[src/rtl/core/osts_pkg.sv]
package osts_pkg;

    localparam int KIND_W   = 2;
    localparam int TIME_W   = 48;
    localparam int DELAY_W  = 32;
    localparam int TAG_W    = 16;
    localparam int SLOT_W   = 6;
    localparam int STATUS_W = 3;

    localparam int IN_DATA_W  = 96;
    localparam int OUT_DATA_W = 24;

    localparam logic [KIND_W-1:0] KIND_SCHEDULE = 2'd0;
    localparam logic [KIND_W-1:0] KIND_TICK     = 2'd1;
    localparam logic [KIND_W-1:0] KIND_CANCEL   = 2'd2;

    localparam logic [STATUS_W-1:0] ST_SCHEDULED = 3'd0;
    localparam logic [STATUS_W-1:0] ST_DROPPED   = 3'd1;
    localparam logic [STATUS_W-1:0] ST_FIRED     = 3'd2;
    localparam logic [STATUS_W-1:0] ST_NONE_DUE  = 3'd3;
    localparam logic [STATUS_W-1:0] ST_CANCELLED = 3'd4;

    typedef struct packed {
        logic                load_in;
        logic                sched_wr;
        logic                clear_all;
        logic                rd_en;
        logic                fire_clr;
        logic                pend_load;
        logic                pend_clr;
        logic                out_load;
        logic [STATUS_W-1:0] out_status;
        logic                out_last;
    } osts_cmd_t;

    typedef struct packed {
        logic free_found;
        logic hit;
        logic out_busy;
        logic pend_valid;
    } osts_sts_t;

endpackage

[src/rtl/core/osts_dpath.sv]
module osts_dpath
    import osts_pkg::*;
#(
    parameter int SLOTS = 16,
    parameter int IDX_W = 4
) (
    input  logic                  clk,
    input  logic                  rst_n,
    input  logic [IN_DATA_W-1:0]  s_tdata,
    input  osts_cmd_t             cmd,
    input  logic [IDX_W-1:0]      rd_addr,
    input  logic [IDX_W-1:0]      chk_idx,
    output osts_sts_t             sts,
    output logic                  m_tvalid,
    input  logic                  m_tready,
    output logic [OUT_DATA_W-1:0] m_tdata,
    output logic [STATUS_W-1:0]   m_tuser,
    output logic                  m_tlast
);

    logic [TIME_W-1:0]  now_in;
    logic signed [DELAY_W-1:0] delay_in;
    logic [TAG_W-1:0]   tag_in;
    logic signed [TIME_W+1:0] sum;
    logic [TIME_W-1:0]  fire_next;

    logic [TIME_W-1:0]  now_reg;
    logic [TIME_W-1:0]  fire_reg;
    logic [TAG_W-1:0]   tag_reg;

    logic [SLOTS-1:0]   active_reg;
    logic [SLOTS-1:0]   active_next;
    logic [TIME_W-1:0]  fire_mem_reg [SLOTS];
    logic [TAG_W-1:0]   tag_mem_reg [SLOTS];
    logic [TIME_W-1:0]  rd_fire_reg;
    logic [TAG_W-1:0]   rd_tag_reg;

    logic               free_found;
    logic [IDX_W-1:0]   free_idx;
    logic               hit;

    logic               pend_valid_reg;
    logic [IDX_W-1:0]   pend_slot_reg;
    logic [TAG_W-1:0]   pend_tag_reg;

    logic               m_tvalid_reg;
    logic [STATUS_W-1:0] out_status_reg;
    logic [SLOT_W-1:0]  out_slot_reg;
    logic [TAG_W-1:0]   out_tag_reg;
    logic               out_last_reg;
    logic [SLOT_W-1:0]  out_slot_next;
    logic [TAG_W-1:0]   out_tag_next;

    assign now_in   = s_tdata[TIME_W-1:0];
    assign delay_in = s_tdata[TIME_W+DELAY_W-1:TIME_W];
    assign tag_in   = s_tdata[TIME_W+DELAY_W+TAG_W-1:TIME_W+DELAY_W];

    // saturate now + delay to the time range
    always_comb
    begin
        sum = signed'({2'b00, now_in}) + (TIME_W+2)'(delay_in);
        if (sum[TIME_W+1])
            fire_next = '0;
        else if (sum[TIME_W])
            fire_next = '1;
        else
            fire_next = sum[TIME_W-1:0];
    end

    // lowest free slot
    always_comb
    begin
        free_found = 1'b0;
        free_idx   = '0;
        for (int i = SLOTS - 1; i >= 0; i--)
        begin
            if (!active_reg[i])
            begin
                free_found = 1'b1;
                free_idx   = IDX_W'(i);
            end
        end
    end

    assign hit = active_reg[chk_idx] && (rd_fire_reg <= now_reg);

    always_comb
    begin
        active_next = active_reg;
        if (cmd.clear_all)
            active_next = '0;
        else if (cmd.sched_wr)
            active_next[free_idx] = 1'b1;
        else if (cmd.fire_clr)
            active_next[chk_idx] = 1'b0;
    end

    always_comb
    begin
        out_slot_next = '0;
        out_tag_next  = '0;
        if (cmd.out_status == ST_FIRED)
        begin
            out_slot_next = SLOT_W'(pend_slot_reg);
            out_tag_next  = pend_tag_reg;
        end
        else if (cmd.out_status == ST_SCHEDULED)
        begin
            out_slot_next = SLOT_W'(free_idx);
        end
    end

    always_ff @(posedge clk or negedge rst_n)
    begin
        if (!rst_n)
        begin
            active_reg     <= '0;
            pend_valid_reg <= 1'b0;
            m_tvalid_reg   <= 1'b0;
        end
        else
        begin
            active_reg <= active_next;
            if (cmd.pend_clr)
                pend_valid_reg <= 1'b0;
            else if (cmd.pend_load)
                pend_valid_reg <= 1'b1;
            if (cmd.out_load)
                m_tvalid_reg <= 1'b1;
            else if (m_tready)
                m_tvalid_reg <= 1'b0;
        end
    end

    always_ff @(posedge clk)
    begin
        if (cmd.load_in)
        begin
            now_reg  <= now_in;
            fire_reg <= fire_next;
            tag_reg  <= tag_in;
        end
        if (cmd.pend_load)
        begin
            pend_slot_reg <= chk_idx;
            pend_tag_reg  <= rd_tag_reg;
        end
        if (cmd.out_load)
        begin
            out_status_reg <= cmd.out_status;
            out_slot_reg   <= out_slot_next;
            out_tag_reg    <= out_tag_next;
            out_last_reg   <= cmd.out_last;
        end
    end

    // slot memories
    always_ff @(posedge clk)
    begin
        if (cmd.sched_wr)
        begin
            fire_mem_reg[free_idx] <= fire_reg;
            tag_mem_reg[free_idx]  <= tag_reg;
        end
        if (cmd.rd_en)
        begin
            rd_fire_reg <= fire_mem_reg[rd_addr];
            rd_tag_reg  <= tag_mem_reg[rd_addr];
        end
    end

    assign sts.free_found = free_found;
    assign sts.hit        = hit;
    assign sts.out_busy   = m_tvalid_reg && !m_tready;
    assign sts.pend_valid = pend_valid_reg;

    assign m_tvalid = m_tvalid_reg;
    assign m_tdata  = {2'b00, out_tag_reg, out_slot_reg};
    assign m_tuser  = out_status_reg;
    assign m_tlast  = out_last_reg;

    a_sched_needs_free: assert property (@(posedge clk) disable iff (!rst_n)
        cmd.sched_wr |-> free_found)
        else $error("schedule write with no free slot");

    a_no_overwrite: assert property (@(posedge clk) disable iff (!rst_n)
        cmd.out_load |-> !(m_tvalid_reg && !m_tready))
        else $error("result overwritten while stalled");

    a_fire_on_hit: assert property (@(posedge clk) disable iff (!rst_n)
        cmd.fire_clr |-> hit)
        else $error("slot freed without a hit");

    a_cancel_clears: assert property (@(posedge clk) disable iff (!rst_n)
        cmd.clear_all |=> (active_reg == '0))
        else $error("cancel all left a slot active");

endmodule

[src/rtl/core/osts_ctrl.sv]
module osts_ctrl
    import osts_pkg::*;
#(
    parameter int SLOTS = 16,
    parameter int IDX_W = 4
) (
    input  logic              clk,
    input  logic              rst_n,
    input  logic              s_tvalid,
    output logic              s_tready,
    input  logic [KIND_W-1:0] in_kind,
    input  osts_sts_t         sts,
    output osts_cmd_t         cmd,
    output logic [IDX_W-1:0]  rd_addr,
    output logic [IDX_W-1:0]  chk_idx
);

    localparam logic [2:0] S_IDLE     = 3'd0;
    localparam logic [2:0] S_SCHED    = 3'd1;
    localparam logic [2:0] S_TICK_CHK = 3'd2;
    localparam logic [2:0] S_TICK_END = 3'd3;
    localparam logic [2:0] S_CANCEL   = 3'd4;

    localparam logic [IDX_W-1:0] LAST_IDX = IDX_W'(SLOTS - 1);

    logic [2:0]       state_reg;
    logic [2:0]       state_next;
    logic [IDX_W-1:0] idx_reg;
    logic [IDX_W-1:0] idx_next;
    logic             accept;

    assign s_tready = (state_reg == S_IDLE);
    assign accept   = s_tvalid && s_tready;
    assign chk_idx  = idx_reg;

    always_comb
    begin
        state_next = state_reg;
        idx_next   = idx_reg;
        rd_addr    = '0;
        cmd        = '0;
        case (state_reg)
            S_IDLE:
            begin
                if (accept)
                begin
                    cmd.load_in = 1'b1;
                    case (in_kind)
                        KIND_SCHEDULE: state_next = S_SCHED;
                        KIND_TICK:
                        begin
                            cmd.rd_en  = 1'b1;
                            idx_next   = '0;
                            state_next = S_TICK_CHK;
                        end
                        KIND_CANCEL:   state_next = S_CANCEL;
                        default:       state_next = S_IDLE;
                    endcase
                end
            end
            S_SCHED:
            begin
                if (!sts.out_busy)
                begin
                    cmd.out_load = 1'b1;
                    cmd.out_last = 1'b1;
                    if (sts.free_found)
                    begin
                        cmd.sched_wr   = 1'b1;
                        cmd.out_status = ST_SCHEDULED;
                    end
                    else
                    begin
                        cmd.out_status = ST_DROPPED;
                    end
                    state_next = S_IDLE;
                end
            end
            S_TICK_CHK:
            begin
                // a held fire goes out once the next one shows it is not the last
                if (!(sts.hit && sts.pend_valid && sts.out_busy))
                begin
                    if (sts.hit)
                    begin
                        cmd.fire_clr  = 1'b1;
                        cmd.pend_load = 1'b1;
                        if (sts.pend_valid)
                        begin
                            cmd.out_load   = 1'b1;
                            cmd.out_status = ST_FIRED;
                        end
                    end
                    if (idx_reg == LAST_IDX)
                    begin
                        state_next = S_TICK_END;
                    end
                    else
                    begin
                        cmd.rd_en = 1'b1;
                        rd_addr   = idx_reg + IDX_W'(1);
                        idx_next  = idx_reg + IDX_W'(1);
                    end
                end
            end
            S_TICK_END:
            begin
                if (!sts.out_busy)
                begin
                    cmd.out_load = 1'b1;
                    cmd.out_last = 1'b1;
                    if (sts.pend_valid)
                    begin
                        cmd.out_status = ST_FIRED;
                        cmd.pend_clr   = 1'b1;
                    end
                    else
                    begin
                        cmd.out_status = ST_NONE_DUE;
                    end
                    state_next = S_IDLE;
                end
            end
            S_CANCEL:
            begin
                if (!sts.out_busy)
                begin
                    cmd.clear_all  = 1'b1;
                    cmd.out_load   = 1'b1;
                    cmd.out_last   = 1'b1;
                    cmd.out_status = ST_CANCELLED;
                    state_next     = S_IDLE;
                end
            end
            default:
            begin
                state_next = S_IDLE;
            end
        endcase
    end

    always_ff @(posedge clk or negedge rst_n)
    begin
        if (!rst_n)
        begin
            state_reg <= S_IDLE;
            idx_reg   <= '0;
        end
        else
        begin
            state_reg <= state_next;
            idx_reg   <= idx_next;
        end
    end

endmodule

[src/rtl/core/one_shot_timer_slot_table.sv]
// one-shot timer slot table
// slave side: one beat per request; tuser carries the kind (schedule, tick,
// cancel all), tdata carries now_time, delay and tag
// master side: result beats; tuser carries the status, tdata the slot and the
// fired tag, tlast marks the final result of a request
// schedule and cancel all give one result, loaded once the output register is free
// a tick reads one slot per cycle from the slot memory while the scan is not
// halted by a stall, then gives its final result; fired slots come out in
// ascending order, each held back one step so that tlast can be set
// a new request is taken once the previous one has loaded its final result,
// even while that result still waits on the master side
// reset frees every slot and empties the output register
// when the receiver stalls, the result stays in the output register; a tick
// scan halts at a further due slot until the register frees up
module one_shot_timer_slot_table
    import osts_pkg::*;
#(
    parameter int SLOTS = 16
) (
    input  logic                  clk,
    input  logic                  rst_n,
    input  logic                  s_tvalid,
    output logic                  s_tready,
    input  logic [IN_DATA_W-1:0]  s_tdata,  // now_time, delay, tag
    input  logic [KIND_W-1:0]     s_tuser,  // kind
    output logic                  m_tvalid,
    input  logic                  m_tready,
    output logic [OUT_DATA_W-1:0] m_tdata,  // slot, fired_tag, zero pad
    output logic [STATUS_W-1:0]   m_tuser,  // status
    output logic                  m_tlast
);

    localparam int IDX_W = (SLOTS > 1) ? $clog2(SLOTS) : 1;

    osts_cmd_t        cmd;
    osts_sts_t        sts;
    logic [IDX_W-1:0] rd_addr;
    logic [IDX_W-1:0] chk_idx;

    osts_ctrl #(
        .SLOTS (SLOTS),
        .IDX_W (IDX_W)
    ) u_ctrl (
        .clk      (clk),
        .rst_n    (rst_n),
        .s_tvalid (s_tvalid),
        .s_tready (s_tready),
        .in_kind  (s_tuser),
        .sts      (sts),
        .cmd      (cmd),
        .rd_addr  (rd_addr),
        .chk_idx  (chk_idx)
    );

    osts_dpath #(
        .SLOTS (SLOTS),
        .IDX_W (IDX_W)
    ) u_dpath (
        .clk      (clk),
        .rst_n    (rst_n),
        .s_tdata  (s_tdata),
        .cmd      (cmd),
        .rd_addr  (rd_addr),
        .chk_idx  (chk_idx),
        .sts      (sts),
        .m_tvalid (m_tvalid),
        .m_tready (m_tready),
        .m_tdata  (m_tdata),
        .m_tuser  (m_tuser),
        .m_tlast  (m_tlast)
    );

endmodule

[config.mk]
export PLATFORM = sky130hd
export DESIGN_NAME = one_shot_timer_slot_table
export DESIGN_NICKNAME = d
export VERILOG_FILES = /design/src/rtl/core/osts_pkg.sv /design/src/rtl/core/osts_dpath.sv /design/src/rtl/core/osts_ctrl.sv /design/src/rtl/core/one_shot_timer_slot_table.sv
export SDC_FILE = /design/constraint.sdc
export NUM_CORES = 2
export LEC_CHECK = 0
export BUFFER_PORTS_ARGS = -buffer_cell sky130_fd_sc_hd__buf_2
export CAP_MARGIN = 20
export CORE_UTILIZATION = 67
export CTS_CLUSTER_SIZE = 30
export DETAILED_ROUTE_END_ITERATION = 10
export PLACE_DENSITY = 0.85
export SLEW_MARGIN = 20
export SYNTH_ARGS = -nofsm -noshare
export SYNTH_HDL_FRONTEND = slang
export SYNTH_SLANG_ARGS = --single-unit
[constraint.sdc]
create_clock -name clk -period 9.8 [get_ports clk]
set_clock_uncertainty 0.2 [all_clocks]
set_input_delay 0.49 -clock clk [delete_from_list [all_inputs] [get_ports clk]]
set_output_delay 0.49 -clock clk [all_outputs]
set_load 0.02 [all_outputs]
==> flow_metrics.py <==
metrics = {
    "worst_setup_path": {
        "rr_worst_depth": 10,
        "worstPathRequired_ns": 10.07,
        "path_cells": "clkinv_2, ha_4, nand2_1, nor3_4, buf_4, nand2_2, buf_4, o221ai_1, a31oi_1, a211o_1",
        "crit_path_start_kind": "flip-flop",
        "crit_type": "flip-flop to flip-flop",
        "critPathTopFamily": "buffers and inverters",
        "slowest_delay_ns": 1.22,
        "crit_path_end_kind": "flip-flop",
        "cp_max_fo": 86,
        "cp_num_cells": 10,
        "crit_arrival_ns": 7.22,
        "crit_slowest_cell": "ha_4",
        "cp.buffers_inverters": 3,
        "cp_common_cell": "buf_4",
    },
    "timing": {
        "period_minus_slack_ns": 6.95,
        "maxSlewViolCount": 0,
        "fmax_mhz": 144,
        "hold_viol": 0,
        "timing.final.crit_share_pct": 70.9,
        "tightest_slew_ns": 1.25,
        "slew_headroom_pct": 16.5,
        "finalSetupViolCount": 0,
        "fin_tns_setup_ns": 0,
        "rsz0062_at_grt": "no",
        "holdWs_ns": 0.0233,
    },
    "placement": {
        "routabilityCongestion": 0.920,
        "dpl.hpwl_um": 72000,
        "io_buffers": 127,
        "dp.cells": 4644,
        "dpl_cell_area_um2": 54800,
    },
    "yosys": {
        "yosys.area_share.simple_pct": 6.71,
        "ys_ff_latch": 1269,
        "synth_cells": 3662,
        "synth_xor_area_share_pct": 0.758,
        "avgSynthCellArea_um2": 14.5,
        "synthAdderAreaFrac_pct": 2.42,
        "synth_compound_area_share_pct": 12.2,
        "synthFlopType": "edfxtp_1",
        "synth_seq_area_share_pct": 71.5,
        "synth_edf_count": 1244,
        "synth.area.mux_share_pct": 4.06,
        "ys_async_sr_fraction_pct": 1.97,
        "syn_area_um2": 53100,
        "synth.distinct_cells": 80,
        "synth_top_family_by_area": "compound AO/OA/AOI/OAI gates",
        "synth.yosys.warnings": 0,
    },
    "clock_network": {
        "numCtsBuffers": 118,
        "htree_levels": 3,
        "clk_pin_slew_ns": 0.07,
        "cts.sinks": 1269,
        "cts_buffer_depth": 3,
        "cts_resized": 0,
        "post_cts_buffers": 0,
        "cts-root-buf": "clkbuf_16",
        "cts_tree": "yes",
        "insertion_delay_ns": 0.72,
    },
    "run": {
        "maxCapViolations": 0,
    },
    "floorplan": {
        "fp.dieH_um": 284,
        "row_count": 102,
        "die_area_um2": 80400,
        "initial_core_util_pct": 68.2,
        "coreArea_um2": 78000,
        "num_io_pins": 132,
        "fp.dieW_um": 284,
    },
    "power": {
        "intPower_uw": 10800,
        "switchingPower_uw": 5960,
        "combPwrFrac_pct": 28.9,
        "switching_share_pct": 35.5,
        "p_leak_uw": 0.0199,
        "ir_drop_uv": 358,
        "power_density_nw_per_um2": 283,
        "clockPowerShare_pct": 27.0,
        "sequentialPowerShare_pct": 44.2,
    },
    "global_routing": {
        "grt_pass1_wl_um": 213000,
        "grt_usage_pct": 35.7,
        "grt_max_degree": 176,
        "overflow": 0,
        "antenna_found_initial": 4,
        "grt_pass1_vias": 35000,
    },
    "worst_hold_path": {
        "hp-class": "primary input to flip-flop",
        "hold_depth": 5,
    },
    "drt": {
        "drc": 1,
        "firstDrtPassIters": 11,
        "routed_wl_um": 146000,
        "vias": 35400,
        "ant_nets": 0,
        "wl_per_cell_um": 29.5,
        "viasPerCell": 7.17,
        "initialDrtViolationCount": 6214,
    },
    "layout": {
        "final_util_pct": 76.2,
        "syn2layout_area_growth_pct": 11.7,
        "largest_reg_flops": 768,
        "final_nets": 3999,
        "final_common_cell": "edfxtp_1",
        "final_cell_mix": "1244 x edfxtp_1, 251 x a21oi_1, 237 x o21ai_0",
        "drive_gt1_share_pct": 13.8,
        "final_area_um2": 59400,
        "fin_cells": 4936,
    },
    "status": {
        "failed_checks": "design-rule violations",
        "run_status": "complete, but fails checks",
    },
}
cells in the mapped netlist, types with 5 or more instances:
cell type | instances | share of area (%)
o221ai_1 | 127 | 2.1
o211ai_1 | 17 | 0.24
a21o_1 | 41 | 0.58
mux2i_1 | 66 | 1.2
nor2b_1 | 12 | 0.14
a22oi_1 | 6 | 0.085
a21oi_1 | 252 | 2.4
nor2_1 | 192 | 1.4
nand3b_1 | 68 | 0.96
nor4_1 | 5 | 0.059
nor3_1 | 71 | 0.67
nand2_1 | 209 | 1.5
inv_1 | 74 | 0.52
a41oi_1 | 6 | 0.099
or3_1 | 67 | 0.79
a211oi_1 | 67 | 0.95
mux2_2 | 125 | 2.6
buf_1 | 14 | 0.099
nand3_1 | 20 | 0.19
o21ai_1 | 6 | 0.057
xor2_1 | 26 | 0.43
a31oi_1 | 73 | 0.86
clkbuf_1 | 178 | 1.3
a31o_2 | 6 | 0.099
and3_1 | 20 | 0.24
o21ai_0 | 237 | 2.2
nand4_1 | 24 | 0.28
nand2b_1 | 8 | 0.094
a21boi_0 | 6 | 0.085
a211o_1 | 63 | 1.0
edfxtp_1 | 1244 | 70
o22ai_1 | 66 | 0.78
dfrtp_1 | 25 | 1.2
ha_1 | 101 | 2.4
buf_2 | 41 | 0.39
xnor2_1 | 20 | 0.33
layer usage:
| metal | track usage, % | wire length [µm] | up-vias |
|---|---|---|---|
| met5 | 0 | 15 | - |
| met4 | 18.9 | 7560 | 2 |
| met3 | 9.06 | 21700 | 652 |
| met2 | 55.9 | 67100 | 3304 |
| met1 | 46.6 | 49400 | 16800 |
| li1 | - | - | 14700 |
per-stage QoR:
stage               setup slack [ns]  total power [µW]
floorplan                       2.98             10300
global placement                3.45             11900
detailed placement              3.26             12000
CTS                             3.18             16500
global route                    2.82             17200
finish                          2.85             16800
tightest hold or removal path, stage by stage:
cell,delay (ns)
buf_2,0.11
nand2_1,0.07
nor3_1,0.05
a21oi_1,0.11
nor2_1,0.05
kinds of logic after synthesis:
kind of cell / count (synthesis)
AND/OR/NAND/NOR: 724
XOR/XNOR: 46
flip-flops: 1269
adder cells (fa/ha/maj): 102
buffers and inverters: 312
multiplexers: 195
other: 1
AO/OA/AOI/OAI: 1013
what timing repair did:
action,CTS,global route
setup endpoints to repair,0,0
hold buffers,68,0
hold endpoints to repair,92,0
layout make-up:
| class | count | area (µm²) |
|---|---|---|
| clock buffers | 142 | 3040 |
| multi-input cells | 2084 | 14200 |
| inverters | 75 | 289 |
| diodes | 3 | 7.51 |
| well taps | 1040 | 1300 |
| clock inverters | 76 | 734 |
| fillers | 4191 | 18600 |
| repair buffers | 247 | 1800 |
| flip-flops and latches | 1269 | 38000 |
worst paths after layout:
check	from	endpoint	slack, ns
worst max-delay path	u_ctrl.chk_idx[0]$_DFFE_PN0P_	u_dpath.rd_fire_reg[27]$_DFFE_PP_	2.85
worst min-delay path	s_tuser[0]	u_ctrl.state_reg[1]$_DFFE_PN0P_	0.02
worst max register to register	u_ctrl.chk_idx[0]$_DFFE_PN0P_	u_dpath.rd_fire_reg[27]$_DFFE_PP_	2.85
worst min register to register	u_dpath.rd_tag_reg[4]$_DFFE_PP_	u_dpath.pend_tag_reg[4]$_DFFE_PP_	0.22
max in group asynchronous	rst_n	u_ctrl.chk_idx[0]$_DFFE_PN0P_	8.79
min in group asynchronous	rst_n	u_ctrl.chk_idx[2]$_DFFE_PN0P_	0.16
power by group through the flow:
stage	Sequential, µW	Combinational [µW]	Clock, µW
3_5_place_dp	7480	4540	0
5_1_grt	7450	5020	4720
4_1_cts	7380	4630	4510
2_1_floorplan	7290	2990	0
3_3_place_gp	7460	4400	0
6_report	7420	4850	4520
(Power assumes the default switching activity.)
